==> src/design/tcoe_pkg.sv <==
// ============================================================================
// Timer capture and overflow extender: package
// Payload types, register indexes and mode codes shared by the design.
// ============================================================================
`timescale 1ns / 1ps

package tcoe_pkg;

    localparam int CH_W     = 2;
    localparam int CNT_W    = 16;
    localparam int MEAS_W   = 17;
    localparam int EXT_W    = 48;
    localparam int MODE_W   = 3;
    localparam int CFG_IDX_W = 2;
    localparam int CFG_DAT_W = 16;

    // Mode codes; codes above MODE_PWM also mean no action.
    localparam logic [MODE_W-1:0] MODE_TIMER   = 3'd0;
    localparam logic [MODE_W-1:0] MODE_CAPTURE = 3'd1;
    localparam logic [MODE_W-1:0] MODE_COUNTER = 3'd2;
    localparam logic [MODE_W-1:0] MODE_ENCODER = 3'd3;
    localparam logic [MODE_W-1:0] MODE_PWM     = 3'd4;

    // Configuration register indexes.
    localparam logic [CFG_IDX_W-1:0] CFG_MODE = 2'd0;
    localparam logic [CFG_IDX_W-1:0] CFG_WRAP = 2'd1;

    localparam logic [MODE_W-1:0] MODE_RESET = MODE_PWM;
    localparam logic [CNT_W-1:0]  WRAP_RESET = 16'hFFFF;

    // Overflow step and encoder direction split.
    localparam logic [CNT_W-1:0] OVF_STEP  = 16'd60000;
    localparam logic [CNT_W-1:0] DIR_SPLIT = 16'd30000;

    typedef struct packed {
        logic [CH_W-1:0]  channel;
        logic [CNT_W-1:0] capture_value;
        logic [CNT_W-1:0] counter_value;
    } t_event;

    typedef struct packed {
        logic                    tick_pulse;
        logic                    was_rising;
        logic [MEAS_W-1:0]       high_time;
        logic [MEAS_W-1:0]       low_time;
        logic [MEAS_W-1:0]       period_rise;
        logic [MEAS_W-1:0]       period_fall;
        logic signed [EXT_W-1:0] extended_count;
    } t_result;

    typedef struct packed {
        logic [CFG_IDX_W-1:0] index;
        logic [CFG_DAT_W-1:0] data;
    } t_cfg;

    // Request from the top level to the capture unit.
    typedef struct packed {
        logic             commit;
        logic             capture;
        logic [CH_W-1:0]  channel;
        logic [CNT_W-1:0] capture_value;
        logic [CNT_W-1:0] wrap_period;
    } t_cap_req;

    // Measurements of the addressed channel after this event.
    typedef struct packed {
        logic              was_rising;
        logic [MEAS_W-1:0] high_time;
        logic [MEAS_W-1:0] low_time;
        logic [MEAS_W-1:0] period_rise;
        logic [MEAS_W-1:0] period_fall;
    } t_meas;

    // Request from the top level to the accumulator.
    typedef struct packed {
        logic              commit;
        logic [MODE_W-1:0] mode;
        logic [CNT_W-1:0]  counter_value;
    } t_acc_req;

endpackage

==> src/design/tcoe_accum.sv <==
// ============================================================================
// Timer capture and overflow extender: overflow accumulator
// 48-bit overflow count and the extended count it yields.
// ============================================================================
`timescale 1ns / 1ps

module tcoe_accum
    import tcoe_pkg::*;
(
    input  logic                    i_clk,
    input  logic                    i_rst_n,
    input  t_acc_req                i_req,
    output logic signed [EXT_W-1:0] o_extended
);

    logic signed [EXT_W-1:0]  r_acc;
    logic signed [CNT_W:0]    delta;
    logic signed [CNT_W+1:0]  delta_cnt;

    always_comb begin
        delta = '0;
        case (i_req.mode)
            MODE_COUNTER: delta = signed'({1'b0, OVF_STEP});
            MODE_ENCODER: begin
                if (i_req.counter_value < DIR_SPLIT) begin
                    delta = signed'({1'b0, OVF_STEP});
                end else begin
                    delta = -signed'({1'b0, OVF_STEP});
                end
            end
            default: delta = '0;
        endcase
    end

    // The step and the live counter are folded first so that the extended
    // count needs a single wide add.
    assign delta_cnt  = (CNT_W+2)'(delta) + signed'({2'b00, i_req.counter_value});
    assign o_extended = r_acc + EXT_W'(delta_cnt);

    always_ff @(posedge i_clk) begin
        if (!i_rst_n) begin
            r_acc <= '0;
        end else if (i_req.commit) begin
            r_acc <= r_acc + EXT_W'(delta);
        end
    end

endmodule

==> config.mk <==
export PLATFORM = sky130hd
export DESIGN_NAME = tcoe_accum
export DESIGN_NICKNAME = d
export VERILOG_FILES = /design/src/design/tcoe_pkg.sv /design/src/design/tcoe_accum.sv
export SDC_FILE = /design/constraint.sdc
export NUM_CORES = 1
export LEC_CHECK = 0
export ABC_AREA = 1
export ABC_CLOCK_PERIOD_IN_PS = 7510
export BUFFER_PORTS_ARGS = -buffer_cell sky130_fd_sc_hd__buf_4
export CORE_UTILIZATION = 60
export CTS_BUF_LIST = sky130_fd_sc_hd__clkbuf_8
export DETAILED_ROUTE_END_ITERATION = 12
export GPL_TIMING_DRIVEN = 0
export MAX_ROUTING_LAYER = met4
export PLACE_DENSITY = 0.84
export SLEW_MARGIN = 20
export SYNTH_ARGS = -nofsm -noshare
export SYNTH_HDL_FRONTEND = slang
export SYNTH_SLANG_ARGS = --single-unit
export TNS_END_PERCENT = 10
==> constraint.sdc <==
create_clock -name i_clk -period 7.51 [get_ports i_clk]
set_input_delay 0.751 -clock i_clk [delete_from_list [all_inputs] [get_ports i_clk]]
set_output_delay 0.751 -clock i_clk [all_outputs]
set_load 0.005 [all_outputs]
==> summary.txt <==
Status = completed
Setup TNS = 0 ns
Arrival @ worst endpoint = 4.87 ns
Vias in the first global route = 8446
Most used cell, CP = nand2_1
Library cells used by synthesis = 38
Postcts setup bufs = 0
Largest net degree at the start of global routing = 56
Register with the most flip-flops = r_acc
Die Y = 119 um
Global-route usage over all layers = 0.381
DP Wirelength = 21600 um
Grt ovf = 0
IO Pins = 70
Worst Path Buf+Inv = 5
Slew Limit Fails = 0
Layout cell share with drive strength beyond 1 = 0.0801
Dominant synthesized flop cell = dfxtp_1
Crit path max fanout = 55
Post_cts resized = 0
Starting DRT DRC Count = 924
Placer's final routability congestion estimate = 1.04
Min setup slack post-route = 1.89 ns
Synth Warn # = 0
Unrepaired setup endpoints after global routing = no
Drt total wl = 25800 um
Synthesis-stage register bit count = 43
Mean Syn Cell Area = 5.95 sq um
Share of the synthesized area in the top cell type = 0.170
Clk buf depth = 2
Via density = 5.55
Largest register FFs = 43
Hold path start = r_acc[5]$_SDFFE_PN0P_
Worst path depth = 23
Max-cap violations = 0
Fmax achieved = 0.178 GHz
Sink Count = 43
Slew headroom = 0.464
DRT Pass-1 Iters = 5
R2R Path Start = r_acc[35]$_SDFFE_PN0P_
Cells after synthesis = 1389
Drc violations = 0
Yosys top cell by area = nand2_1
Mapped Area = 8270 sq um
Clock latency on the worst-skew pair = 0.32 ns
R2r setup slk = 5.17 ns
CTS tree = yes
Clk slew on worst S/H paths = 0.09 ns
Cts hold-fix bufs = 0
Vias = 9091
Slew of the pin with the lowest slew margin = 0.803 ns
Area growth from synthesis to layout = 10.2%
Crit start category = input port
Final Net Count = 1608
Cell family with the largest share of critical-path delay = simple AND/OR/NAND/NOR gates
Cell with the most instances after synthesis = nand2_1
First-pass GRT wire length = 41300 um
FF-to-FF path depth = 12
Antenna Nets Post-Route = 0
Worst VDD drop = 89.4 uV
Leakage power = 5.05 nW
Asr flop ratio synth = 0
Sequential area share after synthesis = 0.104
Post-Syn Nets = 1537
Slowest CP cell = inv_4
Crit share post-route = 0.748
Ranking of synthesized cells by area = nand2_1 17%, ha_1 13%, inv_1 11%
WS Path Type = in2out
Final hold violation count = 0
Core Region = 13300 sq um
Critical-path cell list = buf_4 > inv_1 > nand2_1 > nor2_1 > nand3_1 > nand2_1 > nand2_2 > inv_4 > fa_1 > ha_1 > a21oi_2 > nand2_1 > a21oi_2 > inv_1 > nand2_1 > nand2_1 > nand2_1 > nand2_2 > nand2_1 > nand2_1 > nand2_1 > nand2_1 > buf_4
Pre-CTS setup slack = 1.50 ns
WHS Endpoint = r_acc[5]$_SDFFE_PN0P_
Post-synth top cells = 375 x nand2_1, 237 x inv_1, 183 x nor2_1
# diodes = 0
Crit path from = i_req[15]
DR WL/cell = 15.8 um
Die Footprint = 14300 sq um
Hold Path Cell Cnt = 2
WP data required = 6.76 ns
RR Endpoint = r_acc[47]$_SDFFE_PN0P_
Largest registers = r_acc: 43 flops
CTS buffer count = 5
Power Density = 104 nW/um^2
Slowest cell delay on critical path = 0.75 ns
Number of synthesized flops with an enable pin = 0
PortBufs = 64
Worst min path class = reg2reg
Crit. End Element = output pin
Final setup violation count = 0
Power Total = 947 uW
Initial core utilization = 0.619
H-tree Lvls = 2
Worst Hold Margin = 0.566 ns
Worst Skew = 0.00479 ns
Tmin final = 5.62 ns
Antenna violations before repair = 0
Die Wd = 119 um
Num rows = 42
Root Driver = clkbuf_8
-- power breakdown --
group	total, mW	switching [mW]	internal [mW]
combinational	0.449	0.268	0.181
sequential	0.267	0.0211	0.246
clock	0.232	0.0989	0.133
-- layout make-up --
| class | count | area [sq um] |
|---|---|---|
| buffer | 18 | 86.3 |
| clock buffer | 5 | 68.8 |
| clock inverter | 3 | 67.6 |
| fill | 1306 | 4240 |
| inverter | 238 | 896 |
| multi-input combinational | 1090 | 6430 |
| sequential | 43 | 861 |
| tap | 176 | 220 |
| timing repair buffer | 64 | 480 |
-- stage by stage --
step	instances	area [sq um]	util
after global placement	1629	8970	0.672
after CTS	1637	9110	0.682
after floorplan	1389	8270	-
final	1637	9110	0.683
after global routing	1637	9110	0.683
after detailed placement	1629	8970	0.672
-- worst reg2reg max path: cells and delay by family (launching register included) --
family / cells / cell delay [ns]
DFF: 1 / 0.39
buffers and inverters: 2 / 0.14
AOI/OAI and AO/OA: 2 / 0.39
adders and majority gates: 2 / 0.68
and+or+nand+nor: 6 / 0.64
-- cells in the final DEF, fill, tap and decap left out, types with 9 or more instances in the layout --
master	Yosys	final
dfxtp_1	43	43
fa_1	43	43
inv_1	237	236
ha_1	83	83
nand2_1	375	374
nand2_2	8	9
o21ai_0	87	87
nand4_1	13	13
xor2_1	44	44
nor2_1	183	183
nand3_1	77	77
clkbuf_1	12	12
buf_4	5	69
a21oi_1	95	95
nor3_1	15	15
-- routing by layer --
metal,up-vias,wire length (um),global-route usage
met4,0,690,0.113
met1,4116,11400,0.512
met2,427,11400,0.597
met3,49,2350,0.0522
li1,4499,-,-
met5,-,0,-
-- worst max-delay path by stage --
| stage | endpoint | slack (ns) |
|---|---|---|
| 3_5_place_dp | o_extended[35] | 1.50 |
| 2_1_floorplan | o_extended[27] | 1.75 |
| 4_1_cts | o_extended[35] | 1.49 |
| 3_3_place_gp | o_extended[35] | 0.50 |
| 5_1_grt | o_extended[44] | 1.41 |
| 6_report | o_extended[35] | 1.89 |
-- logic make-up (layout without fill, tap and decap cells) --
| kind of cell | after synthesis | after routing | synth area share |
|---|---|---|---|
| adder cells (fa/ha/maj) | 126 | 126 | 0.230 |
| buffers and inverters | 256 | 328 | 0.118 |
| flip-flops | 43 | 43 | 0.104 |
| AO/OA/AOI/OAI | 210 | 210 | 0.136 |
| XOR/XNOR | 50 | 50 | 0.0530 |
| AND/OR/NAND/NOR | 704 | 704 | 0.359 |
Power figures use the tool's default switching activity.
