$ cat src/design/tcoe_pkg.sv
// ============================================================================
// Timer capture and overflow extender: package
// Payload types, register indexes and mode codes shared by the design.
// ============================================================================
`timescale 1ns / 1ps

package tcoe_pkg;

    localparam int CH_W     = 2;
    localparam int CNT_W    = 16;
    localparam int MEAS_W   = 17;
    localparam int EXT_W    = 48;
    localparam int MODE_W   = 3;
    localparam int CFG_IDX_W = 2;
    localparam int CFG_DAT_W = 16;

    // Mode codes; codes above MODE_PWM also mean no action.
    localparam logic [MODE_W-1:0] MODE_TIMER   = 3'd0;
    localparam logic [MODE_W-1:0] MODE_CAPTURE = 3'd1;
    localparam logic [MODE_W-1:0] MODE_COUNTER = 3'd2;
    localparam logic [MODE_W-1:0] MODE_ENCODER = 3'd3;
    localparam logic [MODE_W-1:0] MODE_PWM     = 3'd4;

    // Configuration register indexes.
    localparam logic [CFG_IDX_W-1:0] CFG_MODE = 2'd0;
    localparam logic [CFG_IDX_W-1:0] CFG_WRAP = 2'd1;

    localparam logic [MODE_W-1:0] MODE_RESET = MODE_PWM;
    localparam logic [CNT_W-1:0]  WRAP_RESET = 16'hFFFF;

    // Overflow step and encoder direction split.
    localparam logic [CNT_W-1:0] OVF_STEP  = 16'd60000;
    localparam logic [CNT_W-1:0] DIR_SPLIT = 16'd30000;

    typedef struct packed {
        logic [CH_W-1:0]  channel;
        logic [CNT_W-1:0] capture_value;
        logic [CNT_W-1:0] counter_value;
    } t_event;

    typedef struct packed {
        logic                    tick_pulse;
        logic                    was_rising;
        logic [MEAS_W-1:0]       high_time;
        logic [MEAS_W-1:0]       low_time;
        logic [MEAS_W-1:0]       period_rise;
        logic [MEAS_W-1:0]       period_fall;
        logic signed [EXT_W-1:0] extended_count;
    } t_result;

    typedef struct packed {
        logic [CFG_IDX_W-1:0] index;
        logic [CFG_DAT_W-1:0] data;
    } t_cfg;

    // Request from the top level to the capture unit.
    typedef struct packed {
        logic             commit;
        logic             capture;
        logic [CH_W-1:0]  channel;
        logic [CNT_W-1:0] capture_value;
        logic [CNT_W-1:0] wrap_period;
    } t_cap_req;

    // Measurements of the addressed channel after this event.
    typedef struct packed {
        logic              was_rising;
        logic [MEAS_W-1:0] high_time;
        logic [MEAS_W-1:0] low_time;
        logic [MEAS_W-1:0] period_rise;
        logic [MEAS_W-1:0] period_fall;
    } t_meas;

    // Request from the top level to the accumulator.
    typedef struct packed {
        logic              commit;
        logic [MODE_W-1:0] mode;
        logic [CNT_W-1:0]  counter_value;
    } t_acc_req;

endpackage

$ cat src/design/tcoe_capture.sv
// ============================================================================
// Timer capture and overflow extender: capture unit
// Per-channel edge state, time stamps and measured durations and periods.
// ============================================================================
`timescale 1ns / 1ps

module tcoe_capture
    import tcoe_pkg::*;
#(
    parameter int NUM_CHANNELS = 4
) (
    input  logic     i_clk,
    input  logic     i_rst_n,
    input  t_cap_req i_req,
    output t_meas    o_meas
);

    logic              r_next_rising [NUM_CHANNELS];
    logic [CNT_W-1:0]  r_rise_stamp  [NUM_CHANNELS];
    logic [CNT_W-1:0]  r_fall_stamp  [NUM_CHANNELS];
    logic [MEAS_W-1:0] r_high        [NUM_CHANNELS];
    logic [MEAS_W-1:0] r_low         [NUM_CHANNELS];
    logic [MEAS_W-1:0] r_prise       [NUM_CHANNELS];
    logic [MEAS_W-1:0] r_pfall       [NUM_CHANNELS];

    logic              ch_ok;
    logic              sel_next;
    logic [CNT_W-1:0]  sel_rise_stamp;
    logic [CNT_W-1:0]  sel_fall_stamp;
    logic [MEAS_W-1:0] sel_high;
    logic [MEAS_W-1:0] sel_low;
    logic [MEAS_W-1:0] sel_prise;
    logic [MEAS_W-1:0] sel_pfall;
    logic              rise_evt;
    logic              fall_evt;
    logic [MEAS_W-1:0] span_from_rise;
    logic [MEAS_W-1:0] span_from_fall;

    // Elapsed ticks since a stamp; a difference that is not positive wraps
    // by the configured period, all modulo 2^17.
    function automatic logic [MEAS_W-1:0] span(
        input logic [CNT_W-1:0] now,
        input logic [CNT_W-1:0] stamp,
        input logic [CNT_W-1:0] wrap
    );
        if (now > stamp) begin
            return MEAS_W'(now) - MEAS_W'(stamp);
        end
        return MEAS_W'(wrap) + MEAS_W'(now) - MEAS_W'(stamp);
    endfunction

    always_comb begin
        ch_ok          = 1'b0;
        sel_next       = 1'b0;
        sel_rise_stamp = '0;
        sel_fall_stamp = '0;
        sel_high       = '0;
        sel_low        = '0;
        sel_prise      = '0;
        sel_pfall      = '0;
        for (int i = 0; i < NUM_CHANNELS; i++) begin
            if (i_req.channel == CH_W'(i)) begin
                ch_ok          = 1'b1;
                sel_next       = r_next_rising[i];
                sel_rise_stamp = r_rise_stamp[i];
                sel_fall_stamp = r_fall_stamp[i];
                sel_high       = r_high[i];
                sel_low        = r_low[i];
                sel_prise      = r_prise[i];
                sel_pfall      = r_pfall[i];
            end
        end
    end

    assign rise_evt       = i_req.capture && ch_ok && sel_next;
    assign fall_evt       = i_req.capture && ch_ok && !sel_next;
    assign span_from_rise = span(i_req.capture_value, sel_rise_stamp, i_req.wrap_period);
    assign span_from_fall = span(i_req.capture_value, sel_fall_stamp, i_req.wrap_period);

    // Report values as they stand after this event's update.
    always_comb begin
        o_meas.was_rising  = rise_evt;
        o_meas.low_time    = rise_evt ? span_from_fall : sel_low;
        o_meas.period_rise = rise_evt ? span_from_rise : sel_prise;
        o_meas.high_time   = fall_evt ? span_from_rise : sel_high;
        o_meas.period_fall = fall_evt ? span_from_fall : sel_pfall;
    end

    always_ff @(posedge i_clk) begin
        if (!i_rst_n) begin
            for (int i = 0; i < NUM_CHANNELS; i++) begin
                r_next_rising[i] <= 1'b1;
                r_rise_stamp[i]  <= '0;
                r_fall_stamp[i]  <= '0;
                r_high[i]        <= '0;
                r_low[i]         <= '0;
                r_prise[i]       <= '0;
                r_pfall[i]       <= '0;
            end
        end else if (i_req.commit && i_req.capture) begin
            for (int i = 0; i < NUM_CHANNELS; i++) begin
                if (i_req.channel == CH_W'(i)) begin
                    r_next_rising[i] <= !r_next_rising[i];
                    if (r_next_rising[i]) begin
                        r_low[i]        <= span_from_fall;
                        r_prise[i]      <= span_from_rise;
                        r_rise_stamp[i] <= i_req.capture_value;
                    end else begin
                        r_high[i]       <= span_from_rise;
                        r_pfall[i]      <= span_from_fall;
                        r_fall_stamp[i] <= i_req.capture_value;
                    end
                end
            end
        end
    end

endmodule

$ cat config.mk
export PLATFORM = sky130hd
export DESIGN_NAME = tcoe_capture
export DESIGN_NICKNAME = d
export VERILOG_FILES = /design/src/design/tcoe_pkg.sv /design/src/design/tcoe_capture.sv
export SDC_FILE = /design/constraint.sdc
export NUM_CORES = 1
export LEC_CHECK = 0
export BUFFER_PORTS_ARGS = -buffer_cell sky130_fd_sc_hd__buf_2
export CAP_MARGIN = 20
export CORE_ASPECT_RATIO = 2
export CORE_UTILIZATION = 65
export DETAILED_ROUTE_END_ITERATION = 8
export GPL_TIMING_DRIVEN = 0
export PLACE_DENSITY = 0.93
export SYNTH_ARGS = -nofsm -noshare
export SYNTH_HDL_FRONTEND = slang
export SYNTH_SLANG_ARGS = --single-unit
$ cat constraint.sdc
create_clock -name i_clk -period 16.2 [get_ports i_clk]
set_input_delay 1.62 -clock i_clk [delete_from_list [all_inputs] [get_ports i_clk]]
set_output_delay 1.62 -clock i_clk [all_outputs]
set_load 0.01 [all_outputs]
==> out/metrics.cfg <==
[route]
viasPerCell = 6.82
drc = 0
drt-total-wl_um = 66200
first_pass_iters = 8
wl_per_cell_um = 27.8
antenna_left = 0
route.vias.total = 16200
drt_first_iter_violations = 1824

[timing]
slew_headroom_pct = 17.4
finalSetupViolations = 0
grt_setup_unrepaired = no
tightest_slew_ns = 1.21
final.period_utilization_pct = 60.0
fin_setup_tns_ns = 0
max_clock_freq_mhz = 103
period_needed_ns = 9.73
hold_viol_final = 0
slew_viol_final = 0
finalClockSkew_ns = 0.0195

[power]
vdd_drop_max_mv = 0.0861
p_int_mw = 1.97
power_per_cell_area_nw_per_um2 = 118
leakage_nw = 9.54
comb_power_share_pct = 28.5
netSwitchingPower_mw = 0.962
p_seq_share_pct = 41.2
clockPowerShare_pct = 30.3
p_sw_share_pct = 32.8

[floorplanning]
start_util_pct = 65.9
core_um2 = 33500
rows = 95
die_h_um = 263
die_w_um = 132
ios = 107
die_area_um2 = 34800

[worst_setup_path]
start_kind = input pin
reg2reg_from = r_rise_stamp[0][0]$_SDFFCE_PN0P_
rr_endpoint = r_high[3][16]$_SDFFCE_PN0P_
crit_fanout = 10
end_kind = output pin
r2r_slack_ns = 12.07
critPathRequiredTime_ns = 14.58
r2r_cells = 11
crit_arrival_ns = 8.11
timing_worst_setup_path_type = input pin to output pin
crit_start = i_req[33]

[global_route]
grt_max_degree = 28
track_usage_pct = 38.9
overflow = 0
antenna_found_initial = 1
grt_pass1_wl_um = 98800
first_global_vias = 17000

[place]
portBuffers = 105
dp_hpwl_um = 47000
globalplace.congestion = 0.938

[cts]
numCtsBuffers = 35
cts_tree = built
cts-resized-gates = 0
holdBufCountCts = 0
root_buffer = clkbuf_16
post_cts_buffers = 0
clk_path_buf_depth = 3
cts.sinks = 404
insertion_delay_ns = 0.56
clkTransAtPathRegs_ns = 0.07
cts_max_level = 2

[logic_synthesis]
yosysWarnings = 0
synth_edf_count = 404
syn_area_per_cell_um2 = 12.6
yosys_most_used_dff = edfxtp_1
synth_area_um2 = 22100
ys_types = 88
syn_nets = 1882
synth-seq-cells = 404
synth_seq_area_share_pct = 54.9
async_flop_share_pct = 0
synthCells = 1760

[job]
maxCapViolations = 0

[finish]
n_antenna_cell = 0
fin_util_pct = 74.1
final_layout_size_suffix_gt1_share_pct = 20.3
n_fill_cell = 2068
syn2layout_area_growth_pct = 12.4
final_nets = 2042

[min_path]
holdCritStartpoint = r_next_rising[1]$_SDFFCE_PN1P_
hold_depth = 1
hp-class = flop to flop
min_to = r_high[1][12]$_SDFFCE_PN0P_

[outcome]
outcome = complete, no violations

## Yosys cell counts, types with 14 or more instances
| cell | number | share of area [%] |
|---|---|---|
| edfxtp_1 | 404 | 55 |
| nor2_1 | 302 | 5.1 |
| and2_1 | 138 | 3.9 |
| nand2_1 | 114 | 1.9 |
| mux4_2 | 101 | 10 |
| ha_1 | 79 | 4.5 |
| o21ai_0 | 79 | 1.8 |
| clkbuf_1 | 63 | 1.1 |
| inv_1 | 53 | 0.90 |
| xnor2_1 | 43 | 1.7 |
| a21oi_1 | 39 | 0.88 |
| o21ai_1 | 25 | 0.57 |
| a21o_1 | 22 | 0.75 |
| o21a_1 | 20 | 0.68 |
| xor2_1 | 17 | 0.67 |
| nor3_1 | 16 | 0.36 |
| buf_2 | 14 | 0.32 |
| o21ai_2 | 14 | 0.55 |
## per-layer routing
layer / global-route usage, % / vias to the layer above / wire, um
met5: 0 / - / 0
met4: 34.0 / 0 / 6820
met3: 6.94 / 447 / 5820
met1: 39.4 / 7734 / 19600
li1: - / 6815 / -
met2: 68.1 / 1244 / 34000
## worst max path at each step
stage          depth (start not counted)  slack [ns]                          end
2_1_floorplan                         14        9.03                   o_meas[17]
3_3_place_gp                           7        5.28  r_pfall[3][3]$_SDFFCE_PN0P_
3_5_place_dp                          17        6.86                   o_meas[33]
4_1_cts                               17        6.82                   o_meas[33]
5_1_grt                               17        6.56                   o_meas[33]
6_report                              17        6.47                   o_meas[33]
## layout make-up
cell class	count	area, um2	area share [%]
Sequential cell	404	12100	48.9
Multi-Input combinational cell	1210	9430	38.0
Timing Repair Buffer	123	926	3.73
Clock buffer	42	923	3.72
Tap cell	436	546	2.20
Buffer	88	404	1.63
Clock inverter	20	250	1.01
Inverter	58	218	0.877
## stage by stage
stage          hold slack [ns]  total power, mW  cell area, um2  worst slack, ns  instances
3_5_place_dp             0.843             2.03           23600             6.86       2317
5_1_grt                  0.920             2.99           24800             6.56       2381
2_1_floorplan            0.773             1.77           22100             9.03       1760
3_3_place_gp             0.949             2.00           23200             5.28       2301
4_1_cts                  0.870             2.90           24800             6.82       2379
6_report                 0.907             2.93           24800             6.47       2381
## power by group through the flow
| stage | logic (mW) | clock network, mW | registers (mW) |
|---|---|---|---|
| 3_5_place_dp | 0.805 | 0 | 1.23 |
| 4_1_cts | 0.816 | 0.873 | 1.21 |
| 2_1_floorplan | 0.545 | 0 | 1.23 |
| 3_3_place_gp | 0.761 | 0 | 1.24 |
| 5_1_grt | 0.880 | 0.905 | 1.21 |
| 6_report | 0.837 | 0.888 | 1.21 |
## cell families (layout without fill, tap and decap cells)
logic type | count (synthesis) | count (layout) | synth area share, %
buffers and inverters | 146 | 331 | 2.81
DFF | 404 | 404 | 54.9
xor gates and xnor gates | 60 | 60 | 2.38
and+or+nand+nor | 655 | 655 | 13.9
adders and majority gates | 84 | 84 | 4.93
AOI/OAI and AO/OA | 293 | 293 | 9.62
muxes | 118 | 118 | 11.5
## worst max-delay path, stage by stage
cell	delay (ns)
buf_2	0.10
buf_2	0.34
clkbuf_1	0.55
clkbuf_1	0.81
clkbuf_1	0.68
mux4_2	0.40
ha_1	0.19
inv_1	0.06
fa_1	0.48
a211oi_2	0.30
o21ai_1	0.19
a2111oi_1	0.50
nor3_1	0.09
a2111oi_0	1.04
a31oi_4	0.24
o21ai_1	0.29
buf_2	0.18
## sequential cells by signal, indices dropped and copies added, names as in the netlist
name and count:
r_fall_stamp 64, r_rise_stamp 64, r_next_rising 4, r_high 68, r_prise 68, r_low 68, r_pfall 68
## cell usage in the layout, fill, tap and decap left out, drive strengths merged, types with 16 or more instances in the layout
master  count
o21ai     120
nand2     115
mux4      101
buf       148
nor2      311
a21oi      53
xor2       17
inv        57
nor3       16
and2      138
edfxtp    404
a21o       25
ha         79
clkbuf    105
xnor2      43
o21a       21
(Power assumes the default switching activity.)
